===== src/sv/rgb_to_yuv420_planar_core_macros.svh =====
// Assertion macros shared by the RGB to YUV 4:2:0 planar core modules.
`ifndef RGB_TO_YUV420_PLANAR_CORE_MACROS_SVH
`define RGB_TO_YUV420_PLANAR_CORE_MACROS_SVH

// Clocked property, off while reset is asserted.
`define RYP_ASSERT(lbl, prop, msg) \
  lbl: assert property (@(posedge clk_i) disable iff (!rst_ni) (prop)) else $error(msg);

// Condition that must never hold at a clock edge.
`define RYP_ASSERT_NEVER(lbl, cond, msg) \
  `RYP_ASSERT(lbl, !(cond), msg)

`endif


===== src/sv/ryp_pkg.sv =====
// Package with types, constants and helpers of the RGB to YUV 4:2:0 planar core.
package ryp_pkg;

  localparam int unsigned MAX_WIDTH  = 4096;
  localparam int unsigned MAX_HEIGHT = 4096;

  localparam int unsigned SizeW   = 13;
  localparam int unsigned CntW    = 12;
  localparam int unsigned CompW   = 8;
  localparam int unsigned LAddrW  = 24;
  localparam int unsigned CAddrW  = 25;
  localparam int unsigned CfgIdxW = 4;
  localparam int unsigned InDataW = 24;
  localparam int unsigned OutDataW = 104;

  localparam logic [SizeW-1:0] MaxWidthC  = SizeW'(MAX_WIDTH);
  localparam logic [SizeW-1:0] MaxHeightC = SizeW'(MAX_HEIGHT);
  localparam logic [SizeW-1:0] MinSize    = SizeW'(2);
  localparam logic [SizeW-1:0] WidthRst   = SizeW'(640);
  localparam logic [SizeW-1:0] HeightRst  = SizeW'(480);

  // Register indexes of the configuration port.
  localparam logic [CfgIdxW-1:0] RegFrameWidth  = CfgIdxW'(0);
  localparam logic [CfgIdxW-1:0] RegFrameHeight = CfgIdxW'(1);

  // BT.601 integer coefficients.
  localparam logic [7:0] CoefYR = 8'd66;
  localparam logic [7:0] CoefYG = 8'd129;
  localparam logic [7:0] CoefYB = 8'd25;
  localparam logic [7:0] CoefUR = 8'd38;
  localparam logic [7:0] CoefUG = 8'd74;
  localparam logic [7:0] CoefUB = 8'd112;
  localparam logic [7:0] CoefVR = 8'd112;
  localparam logic [7:0] CoefVG = 8'd94;
  localparam logic [7:0] CoefVB = 8'd18;
  localparam logic [7:0] RoundC = 8'd128;
  localparam logic [7:0] LumaOffset = 8'd16;
  // Rounding plus the 128 chroma offset moved above the shift: 128 + 128*256.
  localparam logic [16:0] ChromaBias = 17'd32896;

  typedef struct packed {
    logic [SizeW-1:0]  width;
    logic [SizeW-1:0]  height;
    logic [CAddrW-1:0] plane_u;   // W*H, start of the U plane
    logic [CAddrW-1:0] plane_v;   // W*H + W*H/4, start of the V plane
  } cfg_t;

  typedef struct packed {
    logic [CompW-1:0] red;
    logic [CompW-1:0] green;
    logic [CompW-1:0] blue;
    logic [CntW-1:0]  col;
    logic [CntW-1:0]  row;
    logic             chroma;
    logic             last;
  } pix_t;

  typedef struct packed {
    logic [CompW-1:0]  luma;
    logic [LAddrW-1:0] luma_addr;
    logic              chroma_valid;
    logic [CompW-1:0]  chroma_u;
    logic [CompW-1:0]  chroma_v;
    logic [CAddrW-1:0] u_addr;
    logic [CAddrW-1:0] v_addr;
    logic              frame_last;
  } res_t;

  // Clear the low bit and clamp to [2, max].
  function automatic logic [SizeW-1:0] eff_size(logic [SizeW-1:0] raw,
                                                logic [SizeW-1:0] max);
    logic [SizeW-1:0] v;
    v = {raw[SizeW-1:1], 1'b0};
    if (v < MinSize) begin
      v = MinSize;
    end else if (v > max) begin
      v = max;
    end
    return v;
  endfunction

endpackage


===== src/sv/rgb_to_yuv420_planar_core.sv =====
// Top level of the BT.601 RGB888 to planar YUV 4:2:0 (I420) converter.
//
//  Channel   Direction  Payload
//  --------  ---------  --------------------------------------------------------
//  s_axis    in         tdata: red[7:0] green[15:8] blue[23:16]
//  m_axis    out        tdata: luma, luma_addr, chroma_u, chroma_v, u_addr, v_addr
//                       tuser: chroma_valid   tlast: frame_last
//  cfg       in         index 0 frame_width, index 1 frame_height, 13-bit data
//
// One pixel per clock sustained while results are taken; a result passes through
// the input register, then conversion into the result register.
// Each stage advances when the stage behind it is empty or being drained, so a
// stalled result only holds the pipe once both registers are full.
// Reset clears the counters and valid flags and loads the 640x480 default size.
// Plane offsets are registered from the size registers, so they follow a size write once those have updated.
module rgb_to_yuv420_planar_core (
  input  logic                           clk_i,
  input  logic                           rst_ni,
  // Pixel input
  input  logic                           s_axis_tvalid_i,
  output logic                           s_axis_tready_o,
  input  logic [ryp_pkg::InDataW-1:0]    s_axis_tdata_i,   // red, green, blue
  // Result output
  output logic                           m_axis_tvalid_o,
  input  logic                           m_axis_tready_i,
  // luma[7:0], luma_addr[31:8], chroma_u[39:32], chroma_v[47:40],
  // u_addr[72:48], v_addr[97:73], zero fill[103:98]
  output logic [ryp_pkg::OutDataW-1:0]   m_axis_tdata_o,
  output logic                           m_axis_tuser_o,   // chroma_valid
  output logic                           m_axis_tlast_o,   // frame_last
  // Configuration writes
  input  logic                           cfg_valid_i,
  output logic                           cfg_ready_o,
  input  logic [ryp_pkg::CfgIdxW-1:0]    cfg_index_i,
  input  logic [ryp_pkg::SizeW-1:0]      cfg_data_i
);

  ryp_pkg::cfg_t cfg;
  ryp_pkg::pix_t pix;
  ryp_pkg::res_t res;
  logic          pix_valid;
  logic          pix_ready;

  // Size registers; effective (even, clamped) sizes are held.
  ryp_cfg_regs u_cfg (
    .clk_i       (clk_i),
    .rst_ni      (rst_ni),
    .cfg_valid_i (cfg_valid_i),
    .cfg_ready_o (cfg_ready_o),
    .cfg_index_i (cfg_index_i),
    .cfg_data_i  (cfg_data_i),
    .cfg_o       (cfg)
  );

  // Capture the pixel with its raster position, advance the counters.
  ryp_pixel_pos u_pos (
    .clk_i       (clk_i),
    .rst_ni      (rst_ni),
    .in_valid_i  (s_axis_tvalid_i),
    .in_ready_o  (s_axis_tready_o),
    .in_data_i   (s_axis_tdata_i),
    .cfg_i       (cfg),
    .pix_valid_o (pix_valid),
    .pix_ready_i (pix_ready),
    .pix_o       (pix)
  );

  // Convert color, form plane addresses, hold the result for transfer.
  ryp_convert u_conv (
    .clk_i       (clk_i),
    .rst_ni      (rst_ni),
    .pix_valid_i (pix_valid),
    .pix_ready_o (pix_ready),
    .pix_i       (pix),
    .cfg_i       (cfg),
    .res_valid_o (m_axis_tvalid_o),
    .res_ready_i (m_axis_tready_i),
    .res_o       (res)
  );

  // Pack the result fields, lowest field first, zero fill to whole bytes.
  assign m_axis_tdata_o = {6'b0, res.v_addr, res.u_addr, res.chroma_v, res.chroma_u,
                           res.luma_addr, res.luma};
  assign m_axis_tuser_o = res.chroma_valid;
  assign m_axis_tlast_o = res.frame_last;

endmodule


===== src/sv/ryp_cfg_regs.sv =====
// Frame size registers and the derived plane offsets.
module ryp_cfg_regs (
  input  logic                         clk_i,
  input  logic                         rst_ni,
  input  logic                         cfg_valid_i,
  output logic                         cfg_ready_o,
  input  logic [ryp_pkg::CfgIdxW-1:0]  cfg_index_i,
  input  logic [ryp_pkg::SizeW-1:0]    cfg_data_i,
  output ryp_pkg::cfg_t                cfg_o
);

  logic [ryp_pkg::SizeW-1:0]  width_q, width_d;
  logic [ryp_pkg::SizeW-1:0]  height_q, height_d;
  logic [ryp_pkg::CAddrW-1:0] plane_u_q, plane_u_d;
  logic [ryp_pkg::CAddrW-1:0] plane_v_q, plane_v_d;
  logic [2*ryp_pkg::SizeW-1:0] area;

  assign cfg_ready_o = 1'b1;

  always_comb begin
    width_d  = width_q;
    height_d = height_q;
    if (cfg_valid_i) begin
      if (cfg_index_i == ryp_pkg::RegFrameWidth) begin
        width_d = ryp_pkg::eff_size(cfg_data_i, ryp_pkg::MaxWidthC);
      end else if (cfg_index_i == ryp_pkg::RegFrameHeight) begin
        height_d = ryp_pkg::eff_size(cfg_data_i, ryp_pkg::MaxHeightC);
      end
    end
    area      = (2*ryp_pkg::SizeW)'(width_q) * (2*ryp_pkg::SizeW)'(height_q);
    plane_u_d = area[ryp_pkg::CAddrW-1:0];
    plane_v_d = plane_u_d + (plane_u_d >> 2);
  end

  always_ff @(posedge clk_i or negedge rst_ni) begin
    if (!rst_ni) begin
      width_q   <= ryp_pkg::WidthRst;
      height_q  <= ryp_pkg::HeightRst;
      plane_u_q <= '0;
      plane_v_q <= '0;
    end else begin
      width_q   <= width_d;
      height_q  <= height_d;
      plane_u_q <= plane_u_d;
      plane_v_q <= plane_v_d;
    end
  end

  assign cfg_o.width   = width_q;
  assign cfg_o.height  = height_q;
  assign cfg_o.plane_u = plane_u_q;
  assign cfg_o.plane_v = plane_v_q;

endmodule


===== src/sv/ryp_pixel_pos.sv =====
// Input register stage: pixel capture plus column and row counters.
module ryp_pixel_pos (
  input  logic                          clk_i,
  input  logic                          rst_ni,
  input  logic                          in_valid_i,
  output logic                          in_ready_o,
  input  logic [ryp_pkg::InDataW-1:0]   in_data_i,
  input  ryp_pkg::cfg_t                 cfg_i,
  output logic                          pix_valid_o,
  input  logic                          pix_ready_i,
  output ryp_pkg::pix_t                 pix_o
);

  logic [ryp_pkg::CntW-1:0] col_q, col_d;
  logic [ryp_pkg::CntW-1:0] row_q, row_d;
  logic                     valid_q, valid_d;
  ryp_pkg::pix_t            pix_q, pix_d;
  logic                     accept;
  logic                     end_row;
  logic                     end_frame;

  assign in_ready_o = !valid_q || pix_ready_i;
  assign accept     = in_valid_i && in_ready_o;

  always_comb begin
    // A counter at or past a shrunk limit counts as the end of its row or frame.
    end_row   = {1'b0, col_q} >= (cfg_i.width - ryp_pkg::SizeW'(1));
    end_frame = end_row && ({1'b0, row_q} >= (cfg_i.height - ryp_pkg::SizeW'(1)));

    col_d = col_q;
    row_d = row_q;
    if (accept) begin
      if (end_row) begin
        col_d = '0;
        row_d = end_frame ? '0 : row_q + ryp_pkg::CntW'(1);
      end else begin
        col_d = col_q + ryp_pkg::CntW'(1);
      end
    end

    valid_d = accept || (valid_q && !pix_ready_i);

    pix_d        = pix_q;
    if (accept) begin
      pix_d.red    = in_data_i[7:0];
      pix_d.green  = in_data_i[15:8];
      pix_d.blue   = in_data_i[23:16];
      pix_d.col    = col_q;
      pix_d.row    = row_q;
      pix_d.chroma = !col_q[0] && !row_q[0];
      pix_d.last   = end_frame;
    end
  end

  always_ff @(posedge clk_i or negedge rst_ni) begin
    if (!rst_ni) begin
      col_q   <= '0;
      row_q   <= '0;
      valid_q <= 1'b0;
    end else begin
      col_q   <= col_d;
      row_q   <= row_d;
      valid_q <= valid_d;
    end
  end

  always_ff @(posedge clk_i) begin
    pix_q <= pix_d;
  end

  assign pix_valid_o = valid_q;
  assign pix_o       = pix_q;

`include "rgb_to_yuv420_planar_core_macros.svh"

  `RYP_ASSERT(a_frame_wrap, (accept && end_frame) |=> (col_q == '0 && row_q == '0), "counters did not wrap after last pixel")
  `RYP_ASSERT(a_stage_hold, (valid_q && !pix_ready_i) |=> (valid_q && $stable(pix_q)), "input stage lost a stalled pixel")

endmodule


===== src/sv/ryp_convert.sv =====
// Color conversion and address generation into the result register.
module ryp_convert (
  input  logic           clk_i,
  input  logic           rst_ni,
  input  logic           pix_valid_i,
  output logic           pix_ready_o,
  input  ryp_pkg::pix_t  pix_i,
  input  ryp_pkg::cfg_t  cfg_i,
  output logic           res_valid_o,
  input  logic           res_ready_i,
  output ryp_pkg::res_t  res_o
);

  logic                         valid_q, valid_d;
  ryp_pkg::res_t                res_q, res_d;
  logic                         take;
  logic [15:0]                  y_sum;
  logic [16:0]                  u_sum;
  logic [16:0]                  v_sum;
  logic [2*ryp_pkg::SizeW-2:0]  row_off;
  logic [2*ryp_pkg::SizeW-3:0]  c_off;
  logic [ryp_pkg::CAddrW-1:0]   c_idx;

  assign pix_ready_o = !valid_q || res_ready_i;
  assign take        = pix_valid_i && pix_ready_o;

  always_comb begin
    y_sum = 16'(pix_i.red) * 16'(ryp_pkg::CoefYR)
          + 16'(pix_i.green) * 16'(ryp_pkg::CoefYG)
          + 16'(pix_i.blue) * 16'(ryp_pkg::CoefYB)
          + 16'(ryp_pkg::RoundC);
    // Bias keeps both sums positive, so modulo arithmetic gives the floor shift.
    u_sum = 17'(pix_i.blue) * 17'(ryp_pkg::CoefUB) + ryp_pkg::ChromaBias
          - 17'(pix_i.red) * 17'(ryp_pkg::CoefUR)
          - 17'(pix_i.green) * 17'(ryp_pkg::CoefUG);
    v_sum = 17'(pix_i.red) * 17'(ryp_pkg::CoefVR) + ryp_pkg::ChromaBias
          - 17'(pix_i.green) * 17'(ryp_pkg::CoefVG)
          - 17'(pix_i.blue) * 17'(ryp_pkg::CoefVB);

    row_off = (2*ryp_pkg::SizeW-1)'(pix_i.row) * (2*ryp_pkg::SizeW-1)'(cfg_i.width)
            + (2*ryp_pkg::SizeW-1)'(pix_i.col);
    c_off   = (2*ryp_pkg::SizeW-2)'(pix_i.row[ryp_pkg::CntW-1:1])
            * (2*ryp_pkg::SizeW-2)'(cfg_i.width[ryp_pkg::SizeW-1:1])
            + (2*ryp_pkg::SizeW-2)'(pix_i.col[ryp_pkg::CntW-1:1]);
    c_idx   = ryp_pkg::CAddrW'(c_off);

    res_d = res_q;
    if (take) begin
      res_d.luma         = y_sum[15:8] + ryp_pkg::LumaOffset;
      res_d.luma_addr    = row_off[ryp_pkg::LAddrW-1:0];
      res_d.chroma_valid = pix_i.chroma;
      res_d.chroma_u     = pix_i.chroma ? u_sum[15:8] : '0;
      res_d.chroma_v     = pix_i.chroma ? v_sum[15:8] : '0;
      res_d.u_addr       = pix_i.chroma ? cfg_i.plane_u + c_idx : '0;
      res_d.v_addr       = pix_i.chroma ? cfg_i.plane_v + c_idx : '0;
      res_d.frame_last   = pix_i.last;
    end

    valid_d = take || (valid_q && !res_ready_i);
  end

  always_ff @(posedge clk_i or negedge rst_ni) begin
    if (!rst_ni) begin
      valid_q <= 1'b0;
    end else begin
      valid_q <= valid_d;
    end
  end

  always_ff @(posedge clk_i) begin
    res_q <= res_d;
  end

  assign res_valid_o = valid_q;
  assign res_o       = res_q;

`include "rgb_to_yuv420_planar_core_macros.svh"

  `RYP_ASSERT(a_luma_range, valid_q |-> (res_q.luma >= 8'd16 && res_q.luma <= 8'd235), "luma out of range")
  `RYP_ASSERT_NEVER(a_stray_chroma, valid_q && !res_q.chroma_valid && (res_q.chroma_u != '0 || res_q.chroma_v != '0 || res_q.u_addr != '0 || res_q.v_addr != '0), "chroma fields set without chroma")
  `RYP_ASSERT(a_plane_order, (valid_q && res_q.chroma_valid) |-> (res_q.v_addr > res_q.u_addr), "V sample not above U sample")

endmodule

===== config.mk =====
export PLATFORM = sky130hd
export DESIGN_NAME = rgb_to_yuv420_planar_core
export DESIGN_NICKNAME = d
export VERILOG_FILES = /design/src/sv/ryp_pkg.sv /design/src/sv/rgb_to_yuv420_planar_core.sv /design/src/sv/ryp_cfg_regs.sv /design/src/sv/ryp_pixel_pos.sv /design/src/sv/ryp_convert.sv
export VERILOG_INCLUDE_DIRS = /design/src /design/src/sv
export SDC_FILE = /design/constraint.sdc
export NUM_CORES = 2
export LEC_CHECK = 0
export BUFFER_PORTS_ARGS = -buffer_cell sky130_fd_sc_hd__buf_2
export CAP_MARGIN = 40
export CORE_UTILIZATION = 50
export DETAILED_ROUTE_END_ITERATION = 8
export PLACE_DENSITY = 0.78
export SYNTH_ARGS = -nofsm -noshare
export SYNTH_HDL_FRONTEND = slang
export SYNTH_SLANG_ARGS = --single-unit

===== constraint.sdc =====
create_clock -name clk_i -period 11.7 [get_ports clk_i]
set_input_delay 0.585 -clock clk_i [delete_from_list [all_inputs] [get_ports clk_i]]
set_output_delay 0.585 -clock clk_i [all_outputs]
set_load 0.1 [all_outputs]

# Yosys cells after proc, flatten, opt, wreduce, memory -nomap -nowiden
# Index checks and enable logic that the tools add are counted.
# word_totals
mem_count,0
output_inout_bits,109
rom_bits,0
reg_bits,252
elab_cells,84
latchBits,0
ramBits,0
# op_classes
bitwise_logic,1
magnitude_cmp,4
n_reduce_logical,20
addsub,19
div,0
shifts,0
muxes,4
eq_ne,1
n_mul,12
# ops
operator,n
$add 25x24->25,2
$mul 8x6->14 const B,3
$add 15x16->16 const B,2
$sub 16x15->16,2
$ge 12x13->1,2
$mul 8x5->13 const B,2
$mux 13,2
$sub 13x1->13 const B,2
$add 25x23->25,1
$mul 13x13->25,1
$add 12x1->12 const B,2
$add 23x11->24,1
$add 24x12->24,1
$mul 12x13->24,1
$mux 12,2
$mul 11x12->23,1
$mul 8x3->11 const B,2
$add 15x16->16,1
$add 16x13->16,1
$add 16x8->16 const B,1
$mul 8x8->16 const B,1
$sub 16x13->16,1
$sub 16x14->16,1
$gt 13x13->1 const B,1
other kinds (11),25

# Logic depth before layout (Yosys ltp)
# logic_depth
ltp_word,5
mapped_depth,31

# By module
# A second synthesis with hierarchy kept.
# unflattened
hier_cells,3444
area_unflattened_um2,32897.8
# by_module_without_submodules
mod,instances,seq_area_each_um2,area_per_inst_um2,cells_per_inst
ryp_convert,1,3027.9,20653.6,2207
ryp_cfg_regs,1,1759.2,8334.2,912
ryp_pixel_pos,1,2127.0,3861.2,318
rgb_to_yuv420_planar_core,1,0.0,48.8,7

# Worst setup path after synthesis
# No wires, ideal clock.
# synth_path
path_kind,register to register
start,register u_cfg.width_q[7] in the netlist's numbering
end,"register u_conv.res_q, in the netlist u_conv.res_o[49], data pin"
required_ps,11445
stages_incl_launch_ff,31
n_path_buf,2
arrival_time_ps,6952
setup_ps,255
slack_ps,4493
cell_sequence,dfstp_2 > clkbuf_1 > clkbuf_1 > nand2_1 > fa_1 > inv_1 > fa_1 > inv_1 > fa_1 > inv_1 > fa_1 > inv_1 > fa_1 > inv_1 > ha_1 > nor4_1 > o21ai_1 > and3_1 > o31a_1 > o221ai_1 > a21oi_1 > nor2_1 > xnor2_1 > ha_1 > a21o_1 > a21oi_1 > o21ai_0 > a211oi_1 > a21oi_1 > xor2_1 > and2_1
# synth_between
elab_chain_cells,3
# synth_lines
item,line_no,rtl
"start, declared",ryp_cfg_regs.sv:12,"logic [ryp_pkg::SizeW-1:0] width_q, width_d;"
"start signal, assigned",ryp_cfg_regs.sv:37,width_q <= ryp_pkg::WidthRst;
"start signal, assigned",ryp_cfg_regs.sv:42,width_q <= width_d;
$mul 11x12->23,ryp_convert.sv:43,* (2*ryp_pkg::SizeW-2)'(cfg_i.width[ryp_pkg::SizeW-1:1])
$add 23x11->24,ryp_convert.sv:44,+ (2*ryp_pkg::SizeW-2)'(pix_i.col[ryp_pkg::CntW-1:1]);
$add 25x24->25,ryp_convert.sv:54,res_d.u_addr = pix_i.chroma ? cfg_i.plane_u + c_idx : '0;
"end signal, assigned",ryp_convert.sv:71,res_q <= res_d;
"end, declared",ryp_convert.sv:15,"ryp_pkg::res_t res_q, res_d;"
# No other way between the ends.
# A chain may end at the register's enable or synchronous reset.

# Worst setup path after layout
# layout_path
start,register u_cfg.width_q[7] in the netlist's numbering
end,"register u_conv.res_q, in the netlist u_conv.res_o[25], data pin"
# layout_between
elab_chain_cells,3
# layout_lines
item,line_no,rtl
$mul 11x12->23,ryp_convert.sv:43,
$add 23x11->24,ryp_convert.sv:44,
$add 25x24->25,ryp_convert.sv:55,res_d.v_addr = pix_i.chroma ? cfg_i.plane_v + c_idx : '0;
# No other way between the ends.

==> results.yml <==
outcome:
  outcome: "finished, final reports clean"
sta:
  min_period_over_period_pct: 71.0
  grt_setup_unrepaired: "false"
  setup_tns_ps: 0
  finalCriticalPeriod_ps: 8310
  finalWorstSetupSlack_ps: 3390
  relSlewSlack_pct: 40.9
  skew_ps: 13.1
  finalSetupViolCount: 0
  fmax_mhz: 120
  finalMaxSlewViolations: 0
  worst_pin_slew_ps: 881
  hold_viol: 0
synth:
  muxShareOfSynthArea_pct: 0.267
  synth_top_family_by_area: "adder cells"
  synthArstFlopShare_pct: 39.0
  syn-mean-instance-area_um2: 9.72
  synth-edff-count: 150
  yosysWarnings: 0
  synth_seq_cells: 246
  synth-compound-area-share_pct: 9.08
  synthCells: 3181
  syn_area_um2: 30900
  synth_cell_types: 81
  synth_ff_type: "edfxtp_1"
  ys_seq_area_share_pct: 22.4
  synth-simple-area-share_pct: 12.3
  synth_adder_area_share_pct: 41.6
  synthXorXnorAreaFrac_pct: 5.75
clock_tree:
  root_buffer: "clkbuf_16"
  cts_tree: "yes"
  cts_buffers: 30
  clockBufferDepth: 3
  cts_sinks: 246
  clk_pin_slew_ps: 70
  htree_levels: 1
  cts_resized: 0
  clk_latency_ps: 590
route:
  vias_per_cell: 5.35
  wl_per_cell_um: 16.6
  drtAntennaViolNets: 0
  first_pass_iters: 8
  vias: 21935
  drt_wl_total_um: 68100
  drt_iter0_markers: 1100
  drc: 0
place:
  place_hpwl_um: 54300
  dp_cells: 4045
  place_congestion: 0.905
  pre_cts_ws_ps: 3470
  numPortBuffers: 146
cells_and_area:
  fin_cells: 4103
  final_nets: 4168
  diodes: 0
  syn2layout_area_growth_pct: 8.08
  layout-drive-gt1-share_pct: 7.53
  final_util_pct: 55.1
critical_path:
  crit_path_start: "u_cfg.width_q[7]"
  end_kind: "register"
  cp_data_arrival_time_ps: 8730
  start_kind: "register"
  required_ps: 12130
  timing.rr.start: "u_cfg.width_q[7]"
  path_class: "register to register"
  crit_path_max_fanout: 28
worst_hold_path:
  hold_class: "primary input to register"
  min-delay-start: "s_axis_tdata_i[18]"
floorplan:
  die_w_um: 251
  row_count: 90
  die-area_um2: 62800
  start_util_pct: 50.9
  fp.dieH_um: 251
  core_um2: 60700
  ios: 155
global_routing:
  grt_max_degree: 76
  grt_pass1_wl_um: 113000
  grt_usage_pct: 22.4
  grt.overflow.total: 0
  grt_pass1_vias: 22268
  antenna_found_initial: 2
flow_run:
  drv_cap: 0
metrics by stage:
stage / area, µm² / hold WS (ps)
finish: 33400 / 167
CTS: 33400 / 135
global placement: 32400 / 405
detailed placement: 32400 / 412
floorplan: 30900 / 289
global route: 33400 / 141
area by class of cell:
type,instances,area (µm²)
fillers,5235,27300
well taps,782,978
clock inverters,11,73.8
clock buffers,45,911
flip-flops and latches,246,6910
multi-input cells,2241,21400
inverters,615,2310
repair buffers,163,861
worst paths after layout:
path,to,slack (ps),depth (start not counted)
setup / recovery,u_conv.res_o[25],3390,27
hold reg to reg,u_conv.res_o[0],430,0
max in group asynchronous,u_cfg.plane_v_q[20],10030,3
setup reg to reg,u_conv.res_o[25],3390,27
hold / removal,u_pos.pix_o[28],170,1
min in group asynchronous,u_cfg.width_q[2],480,2
Yosys cell counts, types with 36 or more instances:
| library cell | count | area (µm²) |
|---|---|---|
| o21ai_0 | 85 | 425 |
| fa_1 | 339 | 6790 |
| ha_1 | 486 | 6080 |
| a21o_1 | 72 | 541 |
| clkbuf_1 | 72 | 270 |
| dfrtp_1 | 90 | 2250 |
| inv_1 | 614 | 2300 |
| nor2_1 | 105 | 394 |
| xnor2_1 | 150 | 1310 |
| nand2b_1 | 36 | 225 |
| nor3_1 | 46 | 230 |
| nand2_1 | 268 | 1010 |
| xor2_1 | 53 | 464 |
| a21oi_1 | 133 | 666 |
| edfxtp_1 | 150 | 4500 |
| and2_1 | 168 | 1050 |
cells by family (layout without fill, tap and decap cells):
group / Yosys count / in the layout
flops: 246 / 246
buf+inv: 699 / 834
xor+xnor: 203 / 203
fa+ha+maj: 825 / 825
mux: 8 / 8
compound gates: 437 / 437
other cells: 2 / 7
simple gates: 761 / 761
placed cells by master (no fill, tap or decap), types with 12 or more instances in the layout:
master     Yosys  final
inv_1        614    614
ha_1         486    486
fa_1         339    339
nand2_1      268    268
and2_1       168    167
xnor2_1      150    150
edfxtp_1     150    150
buf_2          1    146
a21oi_1      133    133
nor2_1       105    105
dfrtp_1       90     90
o21ai_0       85     85
a21o_1        72     72
xor2_1        53     53
nor3_1        46     46
nand2b_1      36     36
clkbuf_16      0     33
o21bai_1      31     31
o21a_1        27     27
nand3_1       26     26
nor2b_1       23     23
and3_1        18     18
buf_4          8     16
a31oi_1       12     12
nand4_1       12     12
state kept, by name, summed over array words and instances (netlist names):
name and cells:
u_pos.pix_o 50, u_cfg.plane_u_q 23, u_conv.res_o 100, u_cfg.height_q 12, u_conv.res_valid_o 1, u_cfg.plane_v_q 23, u_pos.col_q 12, u_cfg.width_q 12
u_pos.row_q 12, u_pos.pix_valid_o 1
metal layers:
| layer | vias up | track usage, % | routed length (µm) |
|---|---|---|---|
| met1 | 10788 | 29.3 | 29300 |
| met5 | - | 0 | 13 |
| met3 | 113 | 2.02 | 3110 |
| li1 | 10529 | - | - |
| met4 | 2 | 6.12 | 1830 |
| met2 | 503 | 39.6 | 33900 |
repair_timing:
action	CTS	global route
buffers inserted	0	0
hold buffers	1	0
endpoints found under the hold margin	27	0
worst max-delay path: stages, from the launching register on:
cell and delay [ps]:
dfstp_2 950, nand2_1 160, fa_1 560, inv_1 50, fa_1 490, inv_1 50
fa_1 560, inv_1 90, fa_1 550, inv_1 60, fa_1 530, inv_1 40
ha_1 230, nor4_1 300, o21ai_1 130, and3_1 230, o31a_1 270, o221ai_1 330
a21boi_0 580, ha_1 410, a21o_1 180, a21o_1 160, a21oi_1 220, o21ai_0 180
a21oi_1 210, a21oi_1 150, a31oi_1 230, mux2i_1 220
Power is left out: the tool's default activity adds up to more than one toggle a clock period on the data nets, which glitch-free logic cannot reach.
